File: config.mk
export PLATFORM = sky130hd
export DESIGN_NAME = bns_ctrl
export DESIGN_NICKNAME = d
export VERILOG_FILES = /design/src/rtl/bns_pkg.sv /design/src/rtl/bns_ctrl.sv
export SDC_FILE = /design/constraint.sdc
export NUM_CORES = 1
export LEC_CHECK = 0
export BUFFER_PORTS_ARGS = -buffer_cell sky130_fd_sc_hd__buf_2
export CORE_AREA = 2 2 39 41
export CTS_CLUSTER_DIAMETER = 40
export CTS_CLUSTER_SIZE = 20
export DETAILED_ROUTE_END_ITERATION = 12
export DIE_AREA = 0 0 41 43
export PLACE_DENSITY = 0.41
export SLEW_MARGIN = 20
export SYNTH_ARGS = -nofsm -noshare
export SYNTH_HDL_FRONTEND = slang
export SYNTH_SLANG_ARGS = --single-unit
File: constraint.sdc
create_clock -name aclk -period 1.3 [get_ports aclk]
set_clock_uncertainty 0.1 [all_clocks]
set_input_delay 0.065 -clock aclk [delete_from_list [all_inputs] [get_ports aclk]]
set_output_delay 0.065 -clock aclk [all_outputs]
set_load 0.02 [all_outputs]
File: src/rtl/bns_pkg.sv
// shared widths, defaults, codes and control structs for the bitmap search block
// no dependencies
package bns_pkg;

    localparam int SIZE_W  = 13;
    localparam int START_W = 12;
    localparam int INDEX_W = 6;
    localparam int DATA_W  = 64;

    localparam int DEF_WORD_BITS = 64;
    localparam int DEF_MAX_WORDS = 64;

    localparam int S_TDATA_W = ((INDEX_W + DATA_W + START_W + 7) / 8) * 8;
    localparam int M_TDATA_W = ((SIZE_W + 7) / 8) * 8;

    localparam logic [SIZE_W-1:0] SIZE_RESET = 13'd4096;

    localparam logic REQ_WRITE  = 1'b0;
    localparam logic REQ_SEARCH = 1'b1;

    typedef struct packed {
        logic write;
        logic capture;
        logic mult;
        logic setup;
        logic eval;
        logic find;
        logic load_out;
    } bns_cmd_t;

    typedef struct packed {
        logic early;
        logic full;
        logic last;
        logic out_free;
    } bns_sts_t;

endpackage

File: src/rtl/bns_ctrl.sv
// controller fsm: accepts words, sequences divide, setup, word walk and output load
// depends on bns_pkg
module bns_ctrl (
    input  logic              aclk,
    input  logic              aresetn,
    input  logic              s_tvalid,
    input  logic              req_type,
    output logic              s_tready,
    input  bns_pkg::bns_sts_t sts,
    output bns_pkg::bns_cmd_t cmd
);
    import bns_pkg::*;

    typedef enum logic [2:0] {
        ST_IDLE,
        ST_MULT,
        ST_SETUP,
        ST_READ,
        ST_EVAL,
        ST_FIND,
        ST_OUT
    } state_t;

    state_t state_reg, state_next;
    logic   accept;

    assign s_tready = (state_reg == ST_IDLE);
    assign accept   = s_tvalid && s_tready;

    always_comb begin
        state_next = state_reg;
        cmd        = '0;
        case (state_reg)
            ST_IDLE: begin
                if (accept) begin
                    if (req_type == REQ_SEARCH) begin
                        cmd.capture = 1'b1;
                        state_next  = ST_MULT;
                    end else begin
                        cmd.write = 1'b1;
                    end
                end
            end
            ST_MULT: begin
                cmd.mult   = 1'b1;
                state_next = ST_SETUP;
            end
            ST_SETUP: begin
                cmd.setup  = 1'b1;
                state_next = sts.early ? ST_OUT : ST_READ;
            end
            ST_READ: begin
                state_next = ST_EVAL;
            end
            ST_EVAL: begin
                cmd.eval = 1'b1;
                if (!sts.full) begin
                    state_next = ST_FIND;
                end else if (sts.last) begin
                    state_next = ST_OUT;
                end
            end
            ST_FIND: begin
                cmd.find   = 1'b1;
                state_next = ST_OUT;
            end
            ST_OUT: begin
                if (sts.out_free) begin
                    cmd.load_out = 1'b1;
                    state_next   = ST_IDLE;
                end
            end
            default: begin
                state_next = ST_IDLE;
            end
        endcase
    end

    always_ff @(posedge aclk) begin
        if (!aresetn) begin
            state_reg <= ST_IDLE;
        end else begin
            state_reg <= state_next;
        end
    end

endmodule

==> flow_metrics.tcl <==
set metrics [dict create \
    status "complete, no violations" \
    mappedNetlistNets 39 \
    die_width_microns 41 \
    grt_max_degree 11 \
    synth.most_common_cell "nor2_1" \
    via_per_inst 4.149 \
    cts_htree_levels 1 \
    power_density_nw_per_um2 993.1 \
    fin_nets 60 \
    ys.flop_type "dfxtp_1" \
    cp_max_fo 4 \
    ff2ff_path_depth 4 \
    fin_crit_sh_pct 99.93 \
    dr.pass1.iters 2 \
    synth.top_cells.by_area "dfxtp_1 (23%), buf_6 (8.7%), nor2_1 (7.2%)" \
    cts-root-buf "clkbuf_4" \
    grt-ovfl-total 0 \
    wire_per_inst_microns 9.537 \
    p_leak_nw 0.1993 \
    vias 278 \
    die_y_microns 43 \
    antenna_cells 0 \
    synth_cell_types 19 \
    synthCells 31 \
    crit_type "reg -> out" \
    vdd_drop_max_v 0.0003894 \
    clk_path_buf_depth 2 \
    stdcell_area_sq_um 434.2 \
    start_util_pct 18.72 \
    grtUsageTotal_pct 8.124 \
    largest_register_ffs 3 \
    crit_chain "nor3_4 > and3_4 > buf_6" \
    cp.arrival_ns 1.13 \
    placed_area_sq_um 324.1 \
    drive_gt1_share_pct 60.78 \
    crit_path_start_kind "register" \
    cp-end-kind "output port" \
    ant_nets 0 \
    syn_area_sq_um 259.0 \
    drv_cap 0 \
    synth_common_cells "nor2_1 (5), nand2_1 (4), dfxtp_1 (3)" \
    fillers 156 \
    post-route-drc-count 0 \
    ios 16 \
    clk_pin_slew_ns 0.04 \
    final_cells 67 \
    critical_path.top_delay_family "simple AND/OR/NAND/NOR gates" \
    synth_top_area_share_pct 23.19 \
    rsz0062_at_grt "true" \
    finalSetupViolations 0 \
    drt-total-wl_microns 639 \
    seqCellArea_sq_um 68.82 \
    timing.fmax_ghz 0.7698 \
    cp_data_required_time_ns 1.13 \
    final_util_pct 31.37 \
    async_reset_ff_share_pct 0 \
    hold_viol 0 \
    crit_buf_inv 1 \
    cts_tree "yes" \
    synth_edf_count 0 \
    holdPathStages 4 \
    postSynthAreaPerCell_sq_um 8.355 \
    drv_slew 0 \
    area_growth_pct 67.63 \
    hold_path_startpoint "sts[0]" \
    numClockSinks 3 \
    insertion_delay_ns 0.23 \
    core_sq_um 1384 \
    dieArea_sq_um 1763 \
    timing.rr.start "state_reg[1]" \
    numCtsBuffers 3 \
    cpPeakStageDelay_ns 0.35 \
    first_iter_violations 3 \
    max_slew_margin_pct 81.05 \
    synth_area_leader_cell "dfxtp_1" \
    io_buffers 15 \
    cpMaxStageDelayCell "dfxtp_4" \
    multi_input_area_sq_um 177.7 \
    grt_first_pass_wirelength_microns 1000 \
    dp_hpwl_microns 424.2 \
    routabilityCongestion 0.6244 \
    yosys_register_bits 3 \
    period_minus_slack_ns 1.299 \
    antenna_found_initial 0 \
    dp.cells 59 \
    rows 14 \
    yosys_warnings 0 \
    grt_pass1_vias 247 \
    critical_path_depth 3 \
    hp-class "in -> reg" \
    tightest_slew_ns 0.2824 \
    yosysSeqAreaShare_pct 23.19 \
    critPathLaunch "state_reg[1]" \
]
-- placed cells by master, fill, tap and decap left out --
master and n:
o21ai_1 1, and3_4 1, nor3b_1 1, dfxtp_2 1, and3b_2 1, nor3b_2 1, a211oi_2 1, buf_12 2
dlygate4sd3_1 1, clkbuf_4 3, nor3_4 1, a21oi_1 1, buf_4 2, a311oi_1 1, buf_2 13, or2_1 1
a21boi_2 1, nand2b_1 2, nand2_1 4, nor2_1 5, nor3_2 1, o21ai_0 1, clkbuf_1 1, dfxtp_4 2
a21bo_1 1, buf_6 1
-- per-layer routing --
layer  track usage [%]  vias to the layer above  routed length, microns
li1                  -                      146                       -
met1             9.295                      122                     267
met2             13.44                       10                     337
met3             3.141                        0                      34
met4             2.000                        0                       0
met5                 0                        -                       0
-- cells by family after synthesis --
family                 after synthesis  share of synthesized area, %
buffers and inverters                3                         11.59
and+or+nand+nor                     18                         43.00
AOI/OAI and AO/OA                    7                         22.22
DFF                                  3                         23.19
-- layout make-up --
type	count	area share [%]
multi-input cells	25	40.92
repair buffers	19	32.56
clock buffers	4	6.052
well taps	16	4.611
flip-flops and latches	3	15.85
-- worst register-to-register path, cell delays in order (launching register included) --
cell	delay (ns)
dfxtp_4	0.35
buf_12	0.13
buf_4	0.14
a311oi_1	0.29
a211oi_2	0.07
-- final timing paths --
check	end	slack (ns)
hold / removal	state_reg[2]	0.05
hold reg to reg	state_reg[0]	0.43
setup / recovery	cmd[5]	0.0009
setup reg to reg	state_reg[1]	0.09
-- power by group --
| group | leakage (nW) | switching [mW] | internal [mW] |
|---|---|---|---|
| Clock | 0.0150 | 0.0514 | 0.115 |
| Sequential | 0.0264 | 0.0174 | 0.0997 |
| Combinational | 0.158 | 0.0720 | 0.0754 |
-- stage by stage --
step           setup WS [ns]  hold slack (ns)  total power [mW]  setup TNS, ns
6_report           0.0009383          0.05239            0.4312              0
5_1_grt             -0.04728          0.07287            0.4601       -0.08665
4_1_cts           -0.0002879          0.04947            0.4347     -0.0002879
3_5_place_dp          0.1351           0.2189            0.2383              0
3_3_place_gp          0.1180           0.2173            0.2398              0
2_1_floorplan        0.02501           0.1098            0.2136              0
-- timing repair --
| action | in CTS | in global routing |
|---|---|---|
| pin swaps | 1 | 1 |
| endpoints found under the setup margin | 7 | 3 |
| endpoints found under the hold margin | 1 | 0 |
| setup buffers | 3 | 0 |
| resized for setup | 8 | 2 |
| hold buffers | 1 | 0 |
(Power assumes the default switching activity.)
