===== config.mk =====
export PLATFORM = sky130hd
export DESIGN_NAME = bns_dp
export DESIGN_NICKNAME = d
export VERILOG_FILES = /design/src/rtl/bns_pkg.sv /design/src/rtl/bns_ram.sv /design/src/rtl/bns_dp.sv
export SDC_FILE = /design/constraint.sdc
export NUM_CORES = 2
export LEC_CHECK = 0
export ABC_AREA = 1
export BUFFER_PORTS_ARGS = -buffer_cell sky130_fd_sc_hd__buf_2
export CORE_ASPECT_RATIO = 0.8
export CORE_MARGIN = 2
export CORE_UTILIZATION = 55
export CTS_BUF_LIST = sky130_fd_sc_hd__clkbuf_8
export DETAILED_ROUTE_END_ITERATION = 6
export PLACE_DENSITY = 0.71
export SYNTH_ARGS = -nofsm -noshare
export SYNTH_HDL_FRONTEND = slang
export SYNTH_SLANG_ARGS = --single-unit

===== constraint.sdc =====
create_clock -name aclk -period 10.8 [get_ports aclk]
set_input_delay 1.62 -clock aclk [delete_from_list [all_inputs] [get_ports aclk]]
set_output_delay 1.62 -clock aclk [all_outputs]
set_load 0.01 [all_outputs]

===== src/rtl/bns_pkg.sv =====
// shared widths, defaults, codes and control structs for the bitmap search block
// no dependencies
package bns_pkg;

    localparam int SIZE_W  = 13;
    localparam int START_W = 12;
    localparam int INDEX_W = 6;
    localparam int DATA_W  = 64;

    localparam int DEF_WORD_BITS = 64;
    localparam int DEF_MAX_WORDS = 64;

    localparam int S_TDATA_W = ((INDEX_W + DATA_W + START_W + 7) / 8) * 8;
    localparam int M_TDATA_W = ((SIZE_W + 7) / 8) * 8;

    localparam logic [SIZE_W-1:0] SIZE_RESET = 13'd4096;

    localparam logic REQ_WRITE  = 1'b0;
    localparam logic REQ_SEARCH = 1'b1;

    typedef struct packed {
        logic write;
        logic capture;
        logic mult;
        logic setup;
        logic eval;
        logic find;
        logic load_out;
    } bns_cmd_t;

    typedef struct packed {
        logic early;
        logic full;
        logic last;
        logic out_free;
    } bns_sts_t;

endpackage


===== src/rtl/bns_ram.sv =====
// generic single-port-write, single-port-read ram with registered read data
// no dependencies
module bns_ram #(
    parameter int WIDTH = 64,
    parameter int DEPTH = 64,
    parameter int AW    = (DEPTH > 1) ? $clog2(DEPTH) : 1
) (
    input  logic             aclk,
    input  logic             we,
    input  logic [AW-1:0]    wr_addr,
    input  logic [WIDTH-1:0] wr_data,
    input  logic [AW-1:0]    rd_addr,
    output logic [WIDTH-1:0] rd_data
);

    logic [WIDTH-1:0] mem_reg [DEPTH];
    logic [WIDTH-1:0] rd_data_reg;

    always_ff @(posedge aclk) begin
        if (we) begin
            mem_reg[wr_addr] <= wr_data;
        end
        rd_data_reg <= mem_reg[rd_addr];
    end

    assign rd_data = rd_data_reg;

endmodule


===== src/rtl/bns_dp.sv =====
// datapath: size register, bitmap ram, start split, word walk, clear-bit encode, output register
// depends on bns_pkg and bns_ram
module bns_dp #(
    parameter int WORD_BITS = bns_pkg::DEF_WORD_BITS,
    parameter int MAX_WORDS = bns_pkg::DEF_MAX_WORDS
) (
    input  logic                         aclk,
    input  logic                         aresetn,
    input  logic                         cfg_we,
    input  logic [bns_pkg::SIZE_W-1:0]   cfg_wdata,
    input  logic [bns_pkg::INDEX_W-1:0]  word_index,
    input  logic [bns_pkg::DATA_W-1:0]   word_data,
    input  logic [bns_pkg::START_W-1:0]  start_bit,
    input  bns_pkg::bns_cmd_t            cmd,
    output bns_pkg::bns_sts_t            sts,
    input  logic                         m_tready,
    output logic                         m_tvalid,
    output logic [bns_pkg::SIZE_W-1:0]   first_zero,
    output logic                         none_found
);
    import bns_pkg::*;

    localparam int ADDR_W  = (MAX_WORDS > 1) ? $clog2(MAX_WORDS) : 1;
    localparam int IDX_W   = $clog2(MAX_WORDS + 1);
    localparam int OFF_W   = $clog2(WORD_BITS);
    localparam int CAP     = MAX_WORDS * WORD_BITS;
    localparam int RECIP   = (1 << START_W) / WORD_BITS;
    localparam int RECIP_W = $clog2(RECIP + 1);
    localparam int PROD_W  = START_W + RECIP_W;

    localparam logic [RECIP_W-1:0] RECIP_C  = RECIP_W'(RECIP);
    localparam logic [START_W-1:0] WB_S     = START_W'(WORD_BITS);
    localparam logic [SIZE_W:0]    WB_L     = (SIZE_W + 1)'(WORD_BITS);
    localparam logic [IDX_W-1:0]   LAST_IDX = IDX_W'(MAX_WORDS - 1);
    localparam logic [START_W-1:0] MAX_W_S  = START_W'(MAX_WORDS);
    localparam logic [SIZE_W-1:0]  CAP_SAT  =
        (CAP > (1 << SIZE_W) - 1) ? {SIZE_W{1'b1}} : SIZE_W'(CAP);

    function automatic logic [OFF_W-1:0] lowest_clear(input logic [WORD_BITS-1:0] w);
        logic [OFF_W-1:0] pos;
        pos = '0;
        for (int i = WORD_BITS - 1; i >= 0; i--) begin
            if (!w[i]) begin
                pos = OFF_W'(i);
            end
        end
        return pos;
    endfunction

    logic [SIZE_W-1:0]    size_cfg_reg;
    logic [SIZE_W-1:0]    size_reg;
    logic [START_W-1:0]   start_reg;
    logic [PROD_W-1:0]    prod_reg;
    logic [IDX_W-1:0]     idx_reg;
    logic [OFF_W-1:0]     off_reg;
    logic [SIZE_W-1:0]    base_reg;
    logic                 first_reg;
    logic [WORD_BITS-1:0] hit_word_reg;
    logic [SIZE_W-1:0]    res_reg;
    logic                 m_valid_reg;
    logic [SIZE_W-1:0]    m_zero_reg;
    logic                 m_none_reg;

    logic [SIZE_W-1:0]    size_eff;
    logic [START_W-1:0]   quot;
    logic [START_W-1:0]   quot_w;
    logic [START_W-1:0]   rem;
    logic                 fix;
    logic [START_W-1:0]   quot_c;
    logic [START_W-1:0]   rem_c;
    logic [START_W-1:0]   base_c;
    logic [WORD_BITS-1:0] low_mask;
    logic [WORD_BITS-1:0] word_w;
    logic [SIZE_W:0]      base_inc;
    logic [IDX_W-1:0]     idx_inc;
    logic [OFF_W-1:0]     hit_pos;
    logic [SIZE_W:0]      hit;
    logic                 ram_we;
    logic [ADDR_W-1:0]    rd_addr;
    logic [WORD_BITS-1:0] rd_data;

    // effective size saturates at capacity
    assign size_eff = (size_cfg_reg > CAP_SAT) ? CAP_SAT : size_cfg_reg;

    // start split into word index and offset, quotient low by at most one
    assign quot   = START_W'(prod_reg[PROD_W-1:START_W]);
    assign quot_w = START_W'(quot * WB_S);
    assign rem    = start_reg - quot_w;
    assign fix    = (rem >= WB_S);
    assign quot_c = quot + START_W'(fix);
    assign rem_c  = fix ? (rem - WB_S) : rem;
    assign base_c = fix ? (quot_w + WB_S) : quot_w;

    // word walk
    assign low_mask = ({{(WORD_BITS - 1){1'b0}}, 1'b1} << off_reg) - 1'b1;
    assign word_w   = rd_data | (first_reg ? low_mask : '0);
    assign base_inc = {1'b0, base_reg} + WB_L;
    assign idx_inc  = idx_reg + 1'b1;

    assign hit_pos = lowest_clear(hit_word_reg);
    assign hit     = {1'b0, base_reg} + (SIZE_W + 1)'(hit_pos);

    assign sts.early    = ({1'b0, start_reg} >= size_reg) || (quot_c >= MAX_W_S);
    assign sts.full     = &word_w;
    assign sts.last     = (idx_reg == LAST_IDX) || (base_inc >= {1'b0, size_reg});
    assign sts.out_free = !m_valid_reg || m_tready;

    assign ram_we  = cmd.write && (int'(word_index) < MAX_WORDS);
    assign rd_addr = (cmd.eval && sts.full) ? ADDR_W'(idx_inc) : ADDR_W'(idx_reg);

    bns_ram #(
        .WIDTH (WORD_BITS),
        .DEPTH (MAX_WORDS)
    ) u_ram (
        .aclk    (aclk),
        .we      (ram_we),
        .wr_addr (ADDR_W'(word_index)),
        .wr_data (word_data[WORD_BITS-1:0]),
        .rd_addr (rd_addr),
        .rd_data (rd_data)
    );

    always_ff @(posedge aclk) begin
        if (!aresetn) begin
            size_cfg_reg <= SIZE_RESET;
            m_valid_reg  <= 1'b0;
        end else begin
            if (cfg_we) begin
                size_cfg_reg <= cfg_wdata;
            end
            if (cmd.load_out) begin
                m_valid_reg <= 1'b1;
            end else if (m_tready) begin
                m_valid_reg <= 1'b0;
            end
        end
    end

    always_ff @(posedge aclk) begin
        if (cmd.capture) begin
            start_reg <= start_bit;
            size_reg  <= size_eff;
        end
        if (cmd.mult) begin
            prod_reg <= start_reg * RECIP_C;
        end
        if (cmd.setup) begin
            idx_reg   <= IDX_W'(quot_c);
            off_reg   <= rem_c[OFF_W-1:0];
            base_reg  <= SIZE_W'(base_c);
            first_reg <= 1'b1;
            res_reg   <= size_reg;
        end
        if (cmd.eval) begin
            if (!sts.full) begin
                hit_word_reg <= word_w;
            end else if (!sts.last) begin
                idx_reg   <= idx_inc;
                base_reg  <= base_inc[SIZE_W-1:0];
                first_reg <= 1'b0;
            end
        end
        if (cmd.find) begin
            res_reg <= (hit < {1'b0, size_reg}) ? hit[SIZE_W-1:0] : size_reg;
        end
        if (cmd.load_out) begin
            m_zero_reg <= res_reg;
            m_none_reg <= (res_reg == size_reg);
        end
    end

    assign m_tvalid   = m_valid_reg;
    assign first_zero = m_zero_reg;
    assign none_found = m_none_reg;

endmodule


==> impl_metrics.csv <==
group,metric,value,unit
floorplan,die_x,627,um
cells_and_area,final_layout_size_suffix_gt1_frac,0.0957,
timing,hold_viol_final,0,
detailed_routing,drt_first_iter_violations,21799,
clock_tree,ctsResizeCount,0,
logic_synthesis,synthMuxAreaShare,0.000190,
floorplan,fp-row-count,183,
clock_tree,ctsHtreeMaxLevel,6,
worst_setup_path,cpLargestDelayFamily,"simple AND/OR/NAND/NOR gates",
timing,timing.fmax,0.108,GHz
cells_and_area,largest_reg_flops,4096,
logic_synthesis,synthCells,13014,
cells_and_area,fin_util,0.606,
logic_synthesis,synth_top_family_by_area,"compound AO/OA/AOI/OAI gates",
floorplan,core,0.310,sq mm
power,power.density,191,mW/mm^2
status,status,"complete, but fails checks",
clock_tree,postCtsHoldBufs,0,
logic_synthesis,synthAdderAreaFrac,0.00418,
detailed_routing,drtPass1Iterations,7,
detailed_routing,wl_per_cell,30.9,um
floorplan,dieArea,0.315,sq mm
logic_synthesis,synth_nets,13176,
grt,grt_antenna_before_repair,52,
detailed_routing,drc,2,
grt,grt_start_max_net_pins,222,
logic_synthesis,ys_seq_area_frac,0.754,
floorplan,start_util,0.552,
cells_and_area,final_area,0.188,sq mm
logic_synthesis,yosys_warnings,0,
detailed_routing,postRouteAntennaNets,0,
timing,period_minus_slack,9.26,ns
detailed_routing,num_vias,119496,
worst_setup_path,endpoint_kind,"register",
logic_synthesis,synth_flop_cell,"edfxtp_1",
grt,overflow,0,
clock_tree,cts_buffer_depth,4,
placed_design,dp_hpwl,263000,um
placed_design,place_congestion,0.936,
logic_synthesis,synth_edf_count,4230,
detailed_routing,viasPerCell,6.72,
cells_and_area,fin_cells,17783,
logic_synthesis,ys_seq_elements,4323,
worst_setup_path,critPathMaxFanout,124,
logic_synthesis,synth_area,0.171,sq mm
hold_path,hold_class,"register to register",
clock_tree,cts_tree,"yes",
clock_tree,cts.sinks,4323,
worst_setup_path,slowest_stage,"inv_8",
logic_synthesis,async_reset_ff_frac,0,
worst_setup_path,critical_path_class,"register to register",
worst_setup_path,critical_path_arrival,10.29,ns
worst_setup_path,cp.required,11.82,ns
worst_setup_path,critPathBufInv,5,
timing,worstMarginPinSlew,1.42,ns
clock_tree,clkSlewWorstSetupHoldPaths,0.07,ns
clock_tree,post_cts_buffers,0,
logic_synthesis,synth_xor_area_frac,0.00236,
cells_and_area,nets,13263,
clock_tree,cts_made_buffers,643,
clock_tree,cts-root-buf,"clkbuf_8",
detailed_routing,wl,549000,um
timing,tns,0,ns
placed_design,portBuffers,124,
timing,drv_slew,0,
worst_setup_path,slowest_delay,0.86,ns
timing,fin_crit_sh,0.858,
power,worst_ir_drop_vdd,140,uV
logic_synthesis,syn_area_per_cell,13.1,sq um
timing,skew,0.138,ns
floorplan,ios,125,
timing,grt_setup_unrepaired,"no",
status,violations,"DRC",
timing,maxSlewHeadroom,0.0491,
worst_setup_path,worstSetupStartpointType,"register",
logic_synthesis,synth_compound_area_frac,0.133,
logic_synthesis,ys_types,59,
logic_synthesis,synth-simple-area-share,0.0793,
worst_setup_path,cp_common_cell,"nand2_2",
timing,setup_viol,0,
cells_and_area,area_growth,9.89,%
floorplan,die_h,503,um
clock_tree,clock_latency,1.17,ns
placed_design,place_inst,16618,
power,p_leak,61.1,nW
job,drv_cap,0,
grt,grt_util_all_layers,0.339,
grt,grt_first_pass_wirelength,769000,um
grt,grt_pass1_vias,111283,
placed_design,placed_cell_area,0.176,sq mm
power,power,36.0,mW
## final cells by class
type / instances / area (sq um)
Sequential cell: 4323 / 129000
Fill cell: 23209 / 122000
Multi-Input combinational cell: 7586 / 38000
Clock buffer: 699 / 9620
Tap cell: 4162 / 5210
Timing Repair Buffer: 369 / 3270
Clock inverter: 445 / 2210
Inverter: 178 / 712
Antenna cell: 21 / 52.6
## metrics by stage
step / worst slack [ns] / hold WS [ns]
5_1_grt: 1.22 / 0.482
3_5_place_dp: 2.05 / 0.460
6_report: 1.54 / 0.469
2_1_floorplan: 1.90 / 0.426
4_1_cts: 1.96 / 0.476
3_3_place_gp: 2.01 / 0.444
## logic make-up after synthesis
family / after synthesis
flops: 4323
compound gates: 4045
simple gates: 3436
buf+inv: 1105
fa+ha+maj: 56
xor+xnor: 46
mux: 3
## metal layers
metal / wire length (um) / vias to the layer above / GRT usage
li1: - / 49177 / -
met1: 199000 / 58548 / 0.478
met2: 231000 / 10049 / 0.488
met3: 91300 / 1686 / 0.105
met4: 27100 / 36 / 0.150
met5: 244 / - / 0
## power by group
| part | switching [mW] | internal (mW) |
|---|---|---|
| clock | 6.35 | 6.17 |
| combinational | 3.26 | 1.22 |
| sequential | 0.260 | 18.7 |
| total | 9.88 | 26.1 |
## cell usage in the layout, fill, tap and decap left out, drive strengths merged, types with 3 or more instances in the layout
master,synthesis,final
nand2,344,344
nand4,57,57
dfxtp,93,93
a21oi,57,57
o21bai,28,28
diode,0,21
bufinv,0,8
xor2,35,35
o31ai,3,3
o22ai,1022,1022
nand3,199,199
nor2,2763,2763
clkinv,3,171
ha,54,54
o41ai,3,3
nor4,30,30
nor3,33,33
a31oi,24,24
o21ai,2620,2620
buf,231,369
xnor2,11,11
edfxtp,4230,4230
a21o,3,3
a41o,4,4
o221ai,255,255
clkbuf,696,699
clkinvlp,0,13
or2,6,6
o211ai,4,4
inv,175,431
a31o,11,11
## path summary, 6_finish.rpt
path / slack (ns) / startpoint / to / cells after the start
worst max-delay path: 1.54 / off_reg[3]$_DFFE_PP_ / u_ram.rd_data[41]$_DFF_P_ / 38
worst min-delay path: 0.47 / size_cfg_reg[12]$_SDFFE_PN1P_ / size_reg[12]$_SDFFCE_PN1P_ / 0
worst max register to register: 1.54 / off_reg[3]$_DFFE_PP_ / u_ram.rd_data[41]$_DFF_P_ / 38
worst min register to register: 0.47 / size_cfg_reg[12]$_SDFFE_PN1P_ / size_reg[12]$_SDFFCE_PN1P_ / 0
## cell usage after synthesis, types with 3 or more instances
master | number | area (sq um)
nor3_2 | 6 | 60.1
dfxtp_1 | 93 | 1860
a31oi_1 | 24 | 150
inv_1 | 156 | 586
nor2_1 | 2755 | 10300
buf_2 | 129 | 646
o21bai_1 | 26 | 195
nand3_1 | 198 | 991
buf_6 | 28 | 315
nor4_1 | 30 | 188
a31o_2 | 11 | 96.3
or2_2 | 6 | 37.5
nand4_1 | 56 | 350
nand2_1 | 335 | 1260
edfxtp_1 | 4230 | 127000
nand2_2 | 7 | 43.8
a21oi_1 | 57 | 285
clkbuf_1 | 696 | 2610
buf_1 | 30 | 113
xnor2_1 | 11 | 96.3
o21ai_1 | 375 | 1880
o211ai_1 | 4 | 30.0
a41o_1 | 4 | 40.0
o221ai_1 | 255 | 2230
o31ai_1 | 3 | 22.5
o22ai_1 | 1022 | 6390
ha_1 | 54 | 676
buf_4 | 44 | 330
inv_2 | 19 | 71.3
nor3_1 | 27 | 135
xor2_1 | 35 | 307
a21o_1 | 3 | 22.5
o21ai_0 | 2243 | 11200
o41ai_1 | 3 | 26.3
nor2_4 | 6 | 67.6
(Power assumes the default switching activity.)
